File: src/sv/dqsv_pkg.sv
// Package with types and constants shared by the dq to SVPWM duty block.
`default_nettype none
package dqsv_pkg;

    localparam int FRAC_BITS = 15;

    localparam int IN_W    = 16;
    localparam int PER_W   = 16;
    localparam int PROD_W  = 2 * IN_W;
    localparam int SUM_W   = PROD_W + 1;
    localparam int AB_W    = SUM_W + 1 - FRAC_BITS;
    localparam int K_W     = 32;
    localparam int K_FRAC  = 30;
    localparam int PB_W    = AB_W + K_W;
    localparam int S_W     = AB_W + 1;
    localparam int U_W     = AB_W + 2;
    localparam int W_W     = U_W + 2;
    localparam int M_W     = W_W + K_W;
    localparam int D_SH    = FRAC_BITS + 2;
    localparam int DW      = (M_W + 1 > K_FRAC + 2) ? M_W + 1 : K_FRAC + 2;
    localparam int DUTY_W  = K_FRAC + 1;
    localparam int CMP_W   = DUTY_W + PER_W;
    localparam int PHASES  = 3;

    localparam int B_STAGES = 10;
    localparam int LATENCY  = B_STAGES + 2;

    localparam int Q_DEPTH = 4;
    localparam int Q_AW    = $clog2(Q_DEPTH);

    localparam logic [PER_W-1:0] PERIOD_RESET = 16'd100;

    localparam logic signed [K_W-1:0] SQRT3_K = 32'sd1859775393;
    localparam logic signed [K_W-1:0] INV_K   = 32'sd619925131;

    localparam logic signed [SUM_W-1:0] RND_AB = SUM_W'(1) << (FRAC_BITS - 1);
    localparam logic signed [PB_W-1:0]  RND_S  = PB_W'(1) << (K_FRAC - 1);
    localparam logic signed [M_W-1:0]   RND_D  = M_W'(1) << (D_SH - 1);
    localparam logic signed [DW-1:0]    HALF_D = DW'(1) << (K_FRAC - 1);
    localparam logic signed [DW-1:0]    ONE_D  = DW'(1) << K_FRAC;
    localparam logic [DUTY_W-1:0]       ONE_U  = DUTY_W'(1) << K_FRAC;

    typedef struct packed {
        logic signed [IN_W-1:0] d_voltage;
        logic signed [IN_W-1:0] q_voltage;
        logic signed [IN_W-1:0] sine_value;
        logic signed [IN_W-1:0] cosine_value;
    } t_dq_cmd;

    typedef struct packed {
        logic [PER_W-1:0] duty_a;
        logic [PER_W-1:0] duty_b;
        logic [PER_W-1:0] duty_c;
        logic             clipped;
    } t_duty_res;

    typedef struct packed {
        logic full;
        logic empty;
    } t_q_status;

endpackage
`default_nettype wire

File: src/sv/dqsv_front.sv
// Front end that takes command requests and hands them to the queue.
`default_nettype none
module dqsv_front (
    input  wire logic               i_clk,
    input  wire logic               i_rst_n,
    input  wire logic               start,
    output logic                    busy,
    input  wire dqsv_pkg::t_dq_cmd  i_cmd,
    input  wire dqsv_pkg::t_q_status i_q_stat,
    output logic                    o_push,
    output dqsv_pkg::t_dq_cmd       o_cmd
);
    import dqsv_pkg::*;

    logic    r_valid, n_valid;
    t_dq_cmd r_cmd, n_cmd;
    logic    accept;

    always_comb begin
        o_push  = r_valid && !i_q_stat.full;
        busy    = r_valid && i_q_stat.full;
        accept  = start && !busy;
        n_valid = accept || (r_valid && !o_push);
        n_cmd   = accept ? i_cmd : r_cmd;
        o_cmd   = r_cmd;
    end

    always_ff @(posedge i_clk) begin
        if (!i_rst_n) begin
            r_valid <= 1'b0;
        end else begin
            r_valid <= n_valid;
        end
        r_cmd <= n_cmd;
    end

endmodule
`default_nettype wire

File: config.mk
export PLATFORM = sky130hd
export DESIGN_NAME = dqsv_front
export DESIGN_NICKNAME = d
export VERILOG_FILES = /design/src/sv/dqsv_pkg.sv /design/src/sv/dqsv_front.sv
export SDC_FILE = /design/constraint.sdc
export NUM_CORES = 1
export LEC_CHECK = 0
export ABC_AREA = 1
export BUFFER_PORTS_ARGS = -buffer_cell sky130_fd_sc_hd__buf_2
export CAP_MARGIN = 0
export CORE_MARGIN = 3
export CORE_UTILIZATION = 40
export DETAILED_ROUTE_END_ITERATION = 12
export PLACE_DENSITY_LB_ADDON = 0.15
export SKIP_LAST_GASP = 1
export SYNTH_ARGS = -nofsm -noshare
export SYNTH_HDL_FRONTEND = slang
export SYNTH_SLANG_ARGS = --single-unit
File: constraint.sdc
create_clock -name i_clk -period 7.8 [get_ports i_clk]
set_clock_uncertainty 0.15 [all_clocks]
set_input_delay 0.78 -clock i_clk [delete_from_list [all_inputs] [get_ports i_clk]]
set_output_delay 0.78 -clock i_clk [all_outputs]
set_load 0.02 [all_outputs]
==> summary.md <==
| Metric | Value |
|---|---|
| Outcome | finished, final reports clean |
| Clk_lat worst skew | 0.32 ns |
| Gr usage total | 14.3% |
| Delay-heaviest family, CP | buffers and inverters |
| Clk buf depth | 2 |
| Lkg Pwr | 1.30 nW |
| Setup-failing EPs final | 0 |
| Buf/Inv on CP | 3 |
| Metal3 WL | 514 µm |
| Pre-CTS setup slack | 5.13 ns |
| Area Overhead vs Synth | 49.5% |
| Relative slew slack | 54.7% |
| WP data arrival | 2.10 ns |
| First-pass DRT Iterations | 4 |
| Num CTS Buffers | 9 |
| First-pass GRT wire length | 6250 µm |
| Peak Freq | 437 MHz |
| Tmin final | 2.29 ns |
| Io pins | 135 |
| Die height | 76.3 µm |
| CTS Root Buffer Type | clkbuf_8 |
| Post-synthesis register bit count | 65 |
| Post-Syn Nets | 142 |
| Worst path required time | 7.61 ns |
| Initial DRC count | 48 |
| Die Span X | 76.3 µm |
| Pin count of the biggest net entering global routing | 40 |
| Routability cong. | 0.694 |
| H-tree levels | 3 |
| Final Hold Viols | 0 |
| Post_cts resized | 0 |
| GRT overflow | 0 |
| RSZ-0062 raised after global routing | false |
| Sw frac | 20.9% |
| Count of buffers from port buffering | 133 |
| Final WS setup | 5.51 ns |
| Clk network pwr share | 37.9% |
| Crit start category | input port |
| Yosys warns | 0 |
| Vias | 1225 |
| Core Rows | 24 |
| CP endpoint kind | register |
| Slew Viols, Final | 0 |
| Worst-path clk slew | 0.06 ns |
| Seq pwr share | 53.0% |
| Die ar. | 5830 µm² |
| Setup Fix Bufs, Post-CTS | 0 |
| Worst-path cell chain | buf_2 > nand2_2 > inv_2 > nor2_4 > buf_4 |
| Internal Power | 0.616 mW |
| Syn Area/Cell | 27.1 µm² |
| Cell Pwr Density | 263 nW/µm² |
| Sequential-to-total area share from yosys stat | 98.1% |
| Post-synth top area share | 97.1% |
| Leading post-synthesis cells by cell area | edfxtp_1 97%, dfxtp_1 1.0%, inv_1 0.57% |
| DR WL/cell | 14.2 µm |
| Setup CP Type | in -> reg |
| Yosys cell types | 7 |
| Critical-path top delay cell | buf_4 |
| Actual slew at the worst max-slew pin | 0.677 ns |
| DR WL met2 | 2050 µm |
| Post-DRT Antenna Nets | 0 |
| TNS Setup | 0 ns |
| Post-route DRC | 0 |
| Gate power share | 9.1% |
| Final #Nets | 287 |
| Worst VDD drop | 0.169 mV |
| Core footprint | 4560 µm² |
| Max incr delay on CP | 0.54 ns |
| Number of global-route vias before repair | 1357 |
| Drt via density | 4.25 |
| Top Metal Used | met4 |
| Hold bufs inserted after CTS | 0 |
| Clk sink count | 65 |
| CTS tree | yes |
| Max Fanout on Critical Path | 39 |
| Initial antenna violation count | 0 |
| Post-Route WL | 4100 µm |
| Max-cap viol count | 0 |
| Class of the worst hold path | reg -> reg |
| Cell taking the most area after synthesis | edfxtp_1 |
| Cells after Synth | 73 |
| DRT met1 WL | 1480 µm |
| Antenna cell count | 0 |
| Share of post-route cells with drive strength above 1 | 68.6% |
| Synth Cell Area | 1980 µm² |
| Sw Pwr | 0.163 mW |
| Initial Utilization | 43.4% |
| Tcrit/Tclk final | 29.3% |
-- per-stage QoR --
step	power, mW	hold WS (ns)	utilization, %	cells	cell area (µm²)
floorplan	0.456	0.307	-	73	1980
global placement	0.490	0.314	60.1	272	2740
detailed placement	0.492	0.332	60.1	272	2740
CTS	0.790	0.346	64.8	288	2960
global route	0.811	0.374	64.8	288	2960
finish	0.778	0.342	64.8	288	2960
-- cells by family (layout without fill, tap and decap cells) --
group                  Yosys count  count (layout)  synth area share, %
DFF                             65              65                 98.1
and+or+nand+nor                  3               3                0.696
AOI/OAI and AO/OA                1               1                0.443
buffers and inverters            4             154                0.758
-- cell usage in the layout (no fill, tap or decap), drive strengths merged --
master    n
a21oi     1
buf     134
bufinv    1
clkbuf   14
clkinv    1
dfxtp     1
edfxtp   64
inv       4
nand2     1
nor2      2
-- final cells by class --
type                    count  area (µm²)
flip-flops and latches     65        1940
clock buffers              14         183
multi-input cells           4        30.0
well taps                  65        81.3
clock inverters             2        35.0
inverters                   4        15.0
repair buffers            134         673
fillers                   366        1610
-- sequential cells by signal, indices dropped and copies added (netlist names) --
register  flops
o_cmd        64
r_valid       1
-- Yosys cell counts --
library cell,instances
nor2_1,2
a21oi_2,1
inv_2,1
dfxtp_1,1
inv_1,3
nand2_2,1
edfxtp_1,64
-- worst min-delay path, delay by kind of cell, from the launching register on --
family | cells | cell delay [ns]
simple gates | 1 | 0.08
flops | 1 | 0.32
compound gates | 1 | 0.05
-- power groups by stage --
stage	logic, mW	clock network (mW)	registers (mW)
3_3_place_gp	0.0705	0	0.419
2_1_floorplan	0.00779	0	0.448
5_1_grt	0.0761	0.320	0.414
6_report	0.0710	0.295	0.413
4_1_cts	0.0724	0.305	0.413
3_5_place_dp	0.0724	0	0.420
-- final timing paths --
check	cells past startpoint	to	slack, ns	startpoint
worst max-delay path	5	o_cmd[17]	5.51	i_q_stat[1]
worst min-delay path	2	r_valid	0.34	r_valid
worst max register to register	4	o_cmd[17]	5.76	r_valid
worst min register to register	2	r_valid	0.34	r_valid
-- per-layer routing --
metal  global-route usage (%)  up-vias
met2                     23.6       90
li1                         -      575
met3                     6.86        7
met1                     14.5      553
met4                     9.24        0
met5                        0        -
No activity file was read; power rests on OpenSTA's default activity.
