==> config.mk <==
export PLATFORM = sky130hd
export DESIGN_NAME = dqsv_queue
export DESIGN_NICKNAME = d
export VERILOG_FILES = /design/src/sv/dqsv_pkg.sv /design/src/sv/dqsv_queue.sv
export SDC_FILE = /design/constraint.sdc
export NUM_CORES = 1
export LEC_CHECK = 0
export BUFFER_PORTS_ARGS = -buffer_cell sky130_fd_sc_hd__buf_4
export CELL_PAD_IN_SITES_DETAIL_PLACEMENT = 0
export CELL_PAD_IN_SITES_GLOBAL_PLACEMENT = 1
export CORE_MARGIN = 3
export CORE_UTILIZATION = 32
export CTS_CLUSTER_SIZE = 20
export DETAILED_ROUTE_END_ITERATION = 7
export PLACE_DENSITY_LB_ADDON = 0.1
export SETUP_SLACK_MARGIN = 0.02
export SKIP_CTS_REPAIR_TIMING = 1
export SYNTH_ARGS = -nofsm -noshare
export SYNTH_HDL_FRONTEND = slang
export SYNTH_SLANG_ARGS = --single-unit
==> constraint.sdc <==
create_clock -name i_clk -period 5.7 [get_ports i_clk]
set_input_delay 1.14 -clock i_clk [delete_from_list [all_inputs] [get_ports i_clk]]
set_output_delay 1.14 -clock i_clk [all_outputs]
set_load 0.05 [all_outputs]
==> src/sv/dqsv_pkg.sv <==
// Package with types and constants shared by the dq to SVPWM duty block.
`default_nettype none
package dqsv_pkg;

    localparam int FRAC_BITS = 15;

    localparam int IN_W    = 16;
    localparam int PER_W   = 16;
    localparam int PROD_W  = 2 * IN_W;
    localparam int SUM_W   = PROD_W + 1;
    localparam int AB_W    = SUM_W + 1 - FRAC_BITS;
    localparam int K_W     = 32;
    localparam int K_FRAC  = 30;
    localparam int PB_W    = AB_W + K_W;
    localparam int S_W     = AB_W + 1;
    localparam int U_W     = AB_W + 2;
    localparam int W_W     = U_W + 2;
    localparam int M_W     = W_W + K_W;
    localparam int D_SH    = FRAC_BITS + 2;
    localparam int DW      = (M_W + 1 > K_FRAC + 2) ? M_W + 1 : K_FRAC + 2;
    localparam int DUTY_W  = K_FRAC + 1;
    localparam int CMP_W   = DUTY_W + PER_W;
    localparam int PHASES  = 3;

    localparam int B_STAGES = 10;
    localparam int LATENCY  = B_STAGES + 2;

    localparam int Q_DEPTH = 4;
    localparam int Q_AW    = $clog2(Q_DEPTH);

    localparam logic [PER_W-1:0] PERIOD_RESET = 16'd100;

    localparam logic signed [K_W-1:0] SQRT3_K = 32'sd1859775393;
    localparam logic signed [K_W-1:0] INV_K   = 32'sd619925131;

    localparam logic signed [SUM_W-1:0] RND_AB = SUM_W'(1) << (FRAC_BITS - 1);
    localparam logic signed [PB_W-1:0]  RND_S  = PB_W'(1) << (K_FRAC - 1);
    localparam logic signed [M_W-1:0]   RND_D  = M_W'(1) << (D_SH - 1);
    localparam logic signed [DW-1:0]    HALF_D = DW'(1) << (K_FRAC - 1);
    localparam logic signed [DW-1:0]    ONE_D  = DW'(1) << K_FRAC;
    localparam logic [DUTY_W-1:0]       ONE_U  = DUTY_W'(1) << K_FRAC;

    typedef struct packed {
        logic signed [IN_W-1:0] d_voltage;
        logic signed [IN_W-1:0] q_voltage;
        logic signed [IN_W-1:0] sine_value;
        logic signed [IN_W-1:0] cosine_value;
    } t_dq_cmd;

    typedef struct packed {
        logic [PER_W-1:0] duty_a;
        logic [PER_W-1:0] duty_b;
        logic [PER_W-1:0] duty_c;
        logic             clipped;
    } t_duty_res;

    typedef struct packed {
        logic full;
        logic empty;
    } t_q_status;

endpackage
`default_nettype wire

==> src/sv/dqsv_queue.sv <==
// Small command queue between the front end and the datapath.
`default_nettype none
module dqsv_queue (
    input  wire logic                i_clk,
    input  wire logic                i_rst_n,
    input  wire logic                i_push,
    input  wire dqsv_pkg::t_dq_cmd   i_cmd,
    input  wire logic                i_pop,
    output dqsv_pkg::t_dq_cmd        o_cmd,
    output dqsv_pkg::t_q_status      o_stat
);
    import dqsv_pkg::*;

    t_dq_cmd          r_mem [Q_DEPTH];
    logic [Q_AW-1:0]  r_wr_ptr, n_wr_ptr;
    logic [Q_AW-1:0]  r_rd_ptr, n_rd_ptr;
    logic [Q_AW:0]    r_count, n_count;
    logic             do_push, do_pop;

    always_comb begin
        o_stat.full  = (r_count == (Q_AW+1)'(Q_DEPTH));
        o_stat.empty = (r_count == '0);
        do_push      = i_push && !o_stat.full;
        do_pop       = i_pop && !o_stat.empty;
        n_wr_ptr     = do_push ? r_wr_ptr + 1'b1 : r_wr_ptr;
        n_rd_ptr     = do_pop ? r_rd_ptr + 1'b1 : r_rd_ptr;
        n_count      = r_count + (Q_AW+1)'(do_push) - (Q_AW+1)'(do_pop);
        o_cmd        = r_mem[r_rd_ptr];
    end

    always_ff @(posedge i_clk) begin
        if (!i_rst_n) begin
            r_wr_ptr <= '0;
            r_rd_ptr <= '0;
            r_count  <= '0;
        end else begin
            r_wr_ptr <= n_wr_ptr;
            r_rd_ptr <= n_rd_ptr;
            r_count  <= n_count;
        end
        if (do_push) begin
            r_mem[r_wr_ptr] <= i_cmd;
        end
    end

endmodule
`default_nettype wire

==> out/metrics.yaml, run 1 <==
outcome: "finished, final reports clean"
synth-seq-cells: 265
synth_fa_ha_area_frac: 0.00971
first_pass_iters: 4
netlist-cell-type-count: 23
drive_above_1_share: 0.446
min_from: "r_rd_ptr[1]"
postRouteAntennaNets: 0
use_met1: 0.148
port-buffer-count: 133
clk-insertion-delay-late_ps: 530
synthSimpleGateAreaFrac: 0.0121
worstPathCellList: "buf_4, mux4_2, buf_4"
max_stage_delay_ps: 970
synth-compound-area-share: 0.00230
num-fill-cells: 2678
met2_usage: 0.188
vias: 4345
grt_util_all_layers: 0.113
mostFrequentLayoutCells: "edfxtp_1 (256), buf_4 (135), mux4_2 (60)"
design_area_mm2: 0.0121
fin_skew_ps: 14.4
first_global_vias: 4852
peakVddDrop_v: 0.000216
maxSlewHeadroom: 0.254
tns_ps: 0
maxCapViolations: 0
rsz0062_at_grt: "no"
antenna_found_initial: 0
row_count: 63
r2r_setup_slack_ps: 3170
synth_edf_count: 256
viasPerCell: 4.59
reg2reg_from: "r_count[2]"
cts_tree: "yes"
r2r_end: "r_count[2]"
power.leakage_nw: 4.03
arrival_ps: 2660
clock.fmax_mhz: 263
post-route-drc-count: 0
syn_nets: 460
start_kind: "flop"
seq_area_mm2: 0.00788
crit_type: "reg2out"
placed_area_mm2: 0.0111
cts.sinks: 265
path_delay_family: "flip-flops"
synthMuxAreaShare: 0.151
cp_common_cell: "buf_4"
gr-max-usage-layer: "met2"
crit_fanout: 44
initial_core_util: 0.328
synth_area_mm2: 0.00980
place.gp.congestion: 0.658
drt_iter0_markers: 226
n_antenna_cell: 0
grt_overflow: 0
synthCells: 385
synth_top_family_by_area: "multiplexers"
hold_viol: 0
cts_root_buf: "clkbuf_16"
finalWirelength_um: 18900
multiInputGateArea_mm2: 0.00174
syn_area_per_cell_um2: 25.4
grt_max_degree: 65
die_y_um: 181
dp_hpwl_um: 10200
cts_buffer_depth: 3
cts_made_buffers: 28
final_common_cell: "edfxtp_1"
hp-class: "reg2reg"
synthXorXnorAreaFrac: 0.00179
required_ps: 4560
slowest_stage: "dfxtp_4"
final_max_slew_viol_count: 0
whs_ps: 489
period_minus_slack_ps: 3800
coreArea_mm2: 0.0299
area_growth_syn_to_layout_pct: 23.6
pwr_density_cell_mw_per_mm2: 499
clk_pin_slew_ps: 60
die-area_mm2: 0.0327
min_path_cells: 2
grt_pass1_wl_um: 28400
ff2ff_path_depth: 10
finalSetupViolCount: 0
nets: 609
die_w_um: 181
critPathBufInv: 2
fin_crit_sh: 0.667
grt_use_met3: 0.0320
async_flop_share: 0
wl_per_cell_um: 19.9
end_kind: "primary output"
htreeDepth: 1
io_pins: 134
yosysSeqAreaShare: 0.803
synth_warnings: 0
max_slew.worst_pin.slew_ps: 1120
synth_top_flop_cell: "edfxtp_1"
[registers in the layout, indices dropped and copies added, names as in the netlist, named ones only]
name      count
r_mem       256
r_count       3
r_rd_ptr      2
r_wr_ptr      2
[cell usage after synthesis (2+ instances only)]
master | instances | area (um2)
mux4_2 | 60 | 1350
nand2_1 | 6 | 22.5
dfxtp_1 | 9 | 180
buf_12 | 6 | 120
xnor2_1 | 2 | 17.5
mux4_1 | 4 | 105
ha_1 | 6 | 75.1
o21ai_0 | 3 | 15.0
buf_2 | 7 | 35.0
nor2b_1 | 2 | 12.5
and2_1 | 7 | 43.8
mux2i_1 | 2 | 20.0
inv_1 | 6 | 22.5
edfxtp_1 | 256 | 7690
[tightest hold or removal path: cells and delay by family (launching register included)]
family	cells	cell delay, ps
AO/OA/AOI/OAI	2	150
flip-flops	1	300
[metal layers]
| layer | vias up | part of all wire |
|---|---|---|
| li1 | 1932 | - |
| met1 | 2267 | 0.43 |
| met2 | 122 | 0.49 |
| met3 | 24 | 0.063 |
| met4 | 0 | 0.018 |
| met5 | - | 0 |
[power breakdown]
group / leakage [nW] / switching, mW / total, mW / internal, mW
Combinational: 1.14 / 1.06 / 1.67 / 0.604
Clock: 0.470 / 0.714 / 1.87 / 1.15
Sequential: 2.42 / 0.143 / 2.51 / 2.37
[worst max-delay path by stage]
stage                             end  cells after the start
after detailed placement    o_cmd[30]                      3
after global placement      o_cmd[32]                      3
after floorplan           r_mem[0][0]                      3
after global routing        o_cmd[37]                      3
final                       o_cmd[30]                      3
after CTS                   o_cmd[30]                      3
[stage by stage]
| step | util | setup WS, ps | cells | power [mW] |
|---|---|---|---|---|
| 6_report | 0.405 | 1900 | 946 | 6.04 |
| 5_1_grt | 0.405 | 1660 | 946 | 6.31 |
| 4_1_cts | 0.405 | 1740 | 946 | 6.16 |
| 3_5_place_dp | 0.373 | 2320 | 894 | 4.27 |
| 3_3_place_gp | 0.373 | 2320 | 894 | 4.25 |
| 2_1_floorplan | - | 2340 | 385 | 3.79 |
[cell families (layout without fill, tap and decap cells)]
logic type | Yosys count | after routing
flops | 265 | 265
mux | 66 | 66
buf+inv | 22 | 193
simple gates | 19 | 19
fa+ha+maj | 7 | 7
compound gates | 4 | 4
xor+xnor | 2 | 2
[final cells by class]
class,instances,share of cell area
inverters,6,0.00186
clock inverters,20,0.0191
flip-flops and latches,265,0.650
repair buffers,135,0.0837
well taps,390,0.0403
clock buffers,32,0.0609
multi-input cells,98,0.144
(Power assumes the default switching activity.)
==> run 2: changes to the inputs <==
- clock period: 5.7 -> 3.85 ns (I/O delays scaled with it)
==> run 2 against run 1 <==
  * Hold slack got worse by 50 ps
  * Final area increased by 0.97%
  * Total power increased by 49%
  * Routed wire length increased by 2.7%
  * Combinational power increased by 57%
  * Critical path depth unchanged
  * Critical path type unchanged
==> out/metrics.yaml, run 2 (synthesis gave the netlist of run 1 again) <==
first_pass_iters: 4  # unchanged
finalWirelength_um: 19400  # +2.7%
rsz0062_at_grt: "no"
tns_ps: 0  # unchanged
pre_cts_ws_ps: 968  # -1350 ps
wl_per_cell_um: 20.3  # +1.9%
start_kind: "flop"
antenna_found_initial: 1  # +1
row_count: 63  # unchanged
crit_fanout: 18  # -59%
drive_above_1_share: 0.444  # -0.00199
coreArea_mm2: 0.0299  # unchanged
final.setup.worst_slack_ps: 789  # -1110 ps
grt_util_all_layers: 0.116  # +0.00351
design_area_mm2: 0.0122  # +0.97%
vias: 4360  # +0.35%
htreeDepth: 1  # unchanged
reg2reg_from: "r_count[2]"
fin_skew_ps: 5.52  # -8.87 ps
clk-insertion-delay-late_ps: 520  # about the same
place.gp.congestion: 0.667  # +1.4%
worstPathCellList: "buf_4, mux4_1, buf_4"
fin_crit_sh: 0.795
die_y_um: 181  # unchanged
max_slew.worst_pin.slew_ps: 713  # -406 ps
grt_overflow: 0  # unchanged
placed_area_mm2: 0.0113  # +1.1%
fin_cells: 953  # +0.74%
initial_core_util: 0.328  # unchanged
power_mw: 9.02  # +49%
final_common_cell: "edfxtp_1"
period_minus_slack_ps: 3060
grt_pass1_wl_um: 29300  # +3.2%
clk_pin_slew_ps: 60  # about the same
post-route-drc-count: 0  # unchanged
cts.sinks: 265  # unchanged
nets: 616  # +1.1%
drt_iter0_markers: 229  # +1.3%
max_stage_delay_ps: 620  # -350 ps
area_growth_syn_to_layout_pct: 24.8
slowest_stage: "mux4_1"
num-fill-cells: 2633  # -1.7%
ff2ff_path_depth: 10  # unchanged
hp-class: "in2reg"
mostFrequentLayoutCells: "edfxtp_1 (256), buf_4 (135), mux4_2 (60)"
required_ps: 3080  # -1480 ps
first_global_vias: 4786  # -1.4%
cts_made_buffers: 29  # +3.6%
cts_tree: "yes"
die-area_mm2: 0.0327  # unchanged
die_w_um: 181  # unchanged
postRouteAntennaNets: 0  # unchanged
port-buffer-count: 133  # unchanged
dp_cells: 900  # +0.67%
cts_root_buf: "clkbuf_16"
min_path_cells: 1  # -1
pwr_density_cell_mw_per_mm2: 737  # +48%
regMostFlops: "r_mem"
peakVddDrop_v: 0.000466  # +120%
maxCapViolations: 0  # unchanged
hold_viol: 0  # unchanged
grt_max_degree: 42  # -35%
final_max_slew_viol_count: 0  # unchanged
n_antenna_cell: 0  # unchanged
dp_hpwl_um: 11500  # +12%
whs_ps: 439  # -49.7 ps
cp_common_cell: "buf_4"
power.leakage_nw: 4.08  # +1.3%
io_pins: 134  # unchanged
cts_buffer_depth: 3  # unchanged
min_from: "i_cmd[28]"
arrival_ps: 2290  # -370 ps
viasPerCell: 4.58  # -0.39%
clock.fmax_mhz: 327
maxSlewHeadroom: 0.524  # +0.271
end_kind: "primary output"
largest_register_ffs: 256  # unchanged
finalSetupViolCount: 0  # unchanged
outcome: "finished, final reports clean"
crit_type: "reg2out"
post-route-util: 0.409  # +0.00394
reg_top3: "r_mem: 256 flops, r_count: 3 flops"
==> run 2: cell types whose count changed in the layout (fill, tap and decap cells not counted), sizes merged <==
cell and change:
buf +6, clkinv +3, clkinvlp -2, clkbuf -1, inv +1
==> run 2: final timing paths <==
path	slack [ps]	to
setup / recovery	790	o_cmd[62]
hold / removal	440	r_mem[3][28]
setup reg to reg	1320	r_count[2]
hold reg to reg	490	flop
==> run 2: layout make-up <==
type                    instances  area [um2]  area share
flip-flops and latches        265        7880       0.644
clock buffers                  31         733      0.0600
well taps                     390         488      0.0399
repair buffers                141        1130      0.0927
inverters                       6        22.5     0.00184
multi-input cells              98        1740       0.142
clock inverters                22         233      0.0190
==> run 2: metal layers <==
metal / track usage / part of all wire
met4: 0.0302 / 0.025
met2: 0.198 / 0.51
met5: 0 / 0.00067
met1: 0.151 / 0.42
met3: 0.0284 / 0.051
==> run 2: where the power goes <==
part           internal, mW  leakage, nW  switching (mW)
clock                  1.70        0.471            1.07
combinational         0.935         1.19            1.68
sequential             3.50         2.42           0.126
==> run 2: worst max-delay path, delay by kind of cell, from the launching register on <==
| family | cells | cell delay (ps) |
|---|---|---|
| buffers and inverters | 2 | 620 |
| muxes | 1 | 620 |
| DFF | 1 | 510 |
==> run 3: changes to the inputs <==
- clock period: 3.85 -> 3.2 ns (I/O delays scaled with it)
==> run 3 against run 2 <==
  * Global-route usage up 0.27 points
  * Clock-buffer cell count grew 3
  * Sequential power is 21% higher
  * Critical path type unchanged
  * Hold slack lost 130 ps
  * Setup slack got worse by 440 ps
  * Final area hardly changed
  * Core utilization barely moved
==> out/metrics.yaml, run 3 (synthesis gave the netlist of run 1 again) <==
fin_crit_sh: 0.891
die-area_mm2: 0.0327  # unchanged
outcome: "finished, final reports clean"
clk_pin_slew_ps: 60  # about the same
reg2reg_from: "r_count[2]"
post-route-drc-count: 0  # unchanged
maxSlewHeadroom: 0.666  # +0.141
mostFrequentLayoutCells: "edfxtp_1 (256), buf_4 (147), mux4_2 (60)"
cts_tree: "yes"
worstPathCellList: "buf_12, mux4_1, buf_4"
grt_util_all_layers: 0.119  # +0.00268
p_clk_frac: 0.298  # -0.010
finalWirelength_um: 19800  # +2.1%
first_pass_iters: 4  # unchanged
grt_max_degree: 29  # -31%
placed_area_mm2: 0.0113  # +0.44%
port-buffer-count: 133  # unchanged
cts_made_buffers: 28  # -3.4%
start_kind: "flop"
fin_cells: 960  # +0.73%
reg_top3: "r_mem: 256 flops, r_count: 3 flops"
finalSetupViolCount: 0  # unchanged
p_seq_frac: 0.405  # +0.003
pwr_density_cell_mw_per_mm2: 880  # +19%
grt_pass1_wl_um: 29700  # +1.3%
drt_iter0_markers: 211  # -7.9%
maxCapViolations: 0  # unchanged
place.gp.congestion: 0.657  # -1.5%
area_growth_syn_to_layout_pct: 24.9  # about the same
swShare: 0.320  # about the same
postRouteAntennaNets: 0  # unchanged
dp_hpwl_um: 12400  # +8.4%
max_stage_delay_ps: 610  # about the same
io_pins: 134  # unchanged
slowest_stage: "dfxtp_4"
final_max_slew_viol_count: 0  # unchanged
hp-class: "in2reg"
grt_overflow: 0  # unchanged
first_global_vias: 4823  # +0.77%
htreeDepth: 1  # unchanged
power_mw: 10.8  # +19%
row_count: 63  # unchanged
nets: 625  # +1.5%
rsz0062_at_grt: "no"
cts_root_buf: "clkbuf_16"
wl_per_cell_um: 20.6  # +1.3%
tns_ps: 0  # unchanged
power.leakage_nw: 4.11  # +0.62%
max_slew.worst_pin.slew_ps: 502  # -212 ps
combPwrFrac: 0.296  # +0.006
whs_ps: 306  # -133 ps
cts.sinks: 265  # unchanged
p_switching_mw: 3.44  # +20%
initial_core_util: 0.328  # unchanged
vias: 4392  # +0.73%
hold_viol: 0  # unchanged
fin_skew_ps: 13.4  # +7.88 ps
p_int_mw: 7.33  # +19%
min_from: "i_cmd[30]"
clock.fmax_mhz: 351
required_ps: 2560  # -520 ps
die_w_um: 181  # unchanged
dp_cells: 910  # +1.1%
antenna_found_initial: 0  # -1
regMostFlops: "r_mem"
drive_above_1_share: 0.454  # +0.0103
cts_buffer_depth: 3  # unchanged
largest_register_ffs: 256  # unchanged
arrival_ps: 2210  # -80 ps
n_antenna_cell: 0  # unchanged
crit_fanout: 22  # +4
design_area_mm2: 0.0122  # about the same
viasPerCell: 4.58  # about the same
clk-insertion-delay-late_ps: 530  # about the same
peakVddDrop_v: 0.000483  # +3.8%
die_y_um: 181  # unchanged
crit_type: "reg2out"
final_common_cell: "edfxtp_1"
coreArea_mm2: 0.0299  # unchanged
period_minus_slack_ps: 2850
num-fill-cells: 2637  # +0.15%
end_kind: "primary output"
-- run 3: cell type report --
type / count / area (um2) / area share
clock buffers: 34 / 744 / 0.0608
clock inverters: 16 / 183 / 0.0149
inverters: 6 / 22.5 / 0.00184
multi-input cells: 98 / 1740 / 0.142
flip-flops and latches: 265 / 7880 / 0.644
well taps: 390 / 488 / 0.0399
repair buffers: 151 / 1180 / 0.0967
-- run 3: critical path: cells and delay by family (launching register included) --
| family | cells | cell delay [ps] |
|---|---|---|
| mux | 1 | 570 |
| flops | 1 | 610 |
| buf+inv | 2 | 480 |
-- run 3: worst paths after layout --
path / endpoint / depth (start not counted) / slack (ps)
worst max-delay path: o_cmd[58] / 3 / 350
worst min-delay path: r_mem[2][30] / 1 / 310
worst max register to register: r_count[2] / 11 / 960
worst min register to register: flop / 2 / 480
-- run 3: power groups by stage --
stage | combinational (mW) | clock [mW] | sequential, mW
global placement | 3.27 | 0 | 4.43
finish | 3.19 | 3.21 | 4.37
global route | 3.37 | 3.48 | 4.41
detailed placement | 3.27 | 0 | 4.45
floorplan | 2.40 | 0 | 4.36
CTS | 3.27 | 3.32 | 4.38
-- run 3: metal layers --
metal	track usage	wire length, um
met1	0.158	8560
met2	0.198	9650
met3	0.0332	1260
met4	0.0265	312
met5	0	0
-- run 3: metrics by stage --
step	setup WS, ps	util
floorplan	338	-
global placement	777	0.379
detailed placement	737	0.379
CTS	249	0.410
global route	174	0.410
finish	349	0.410
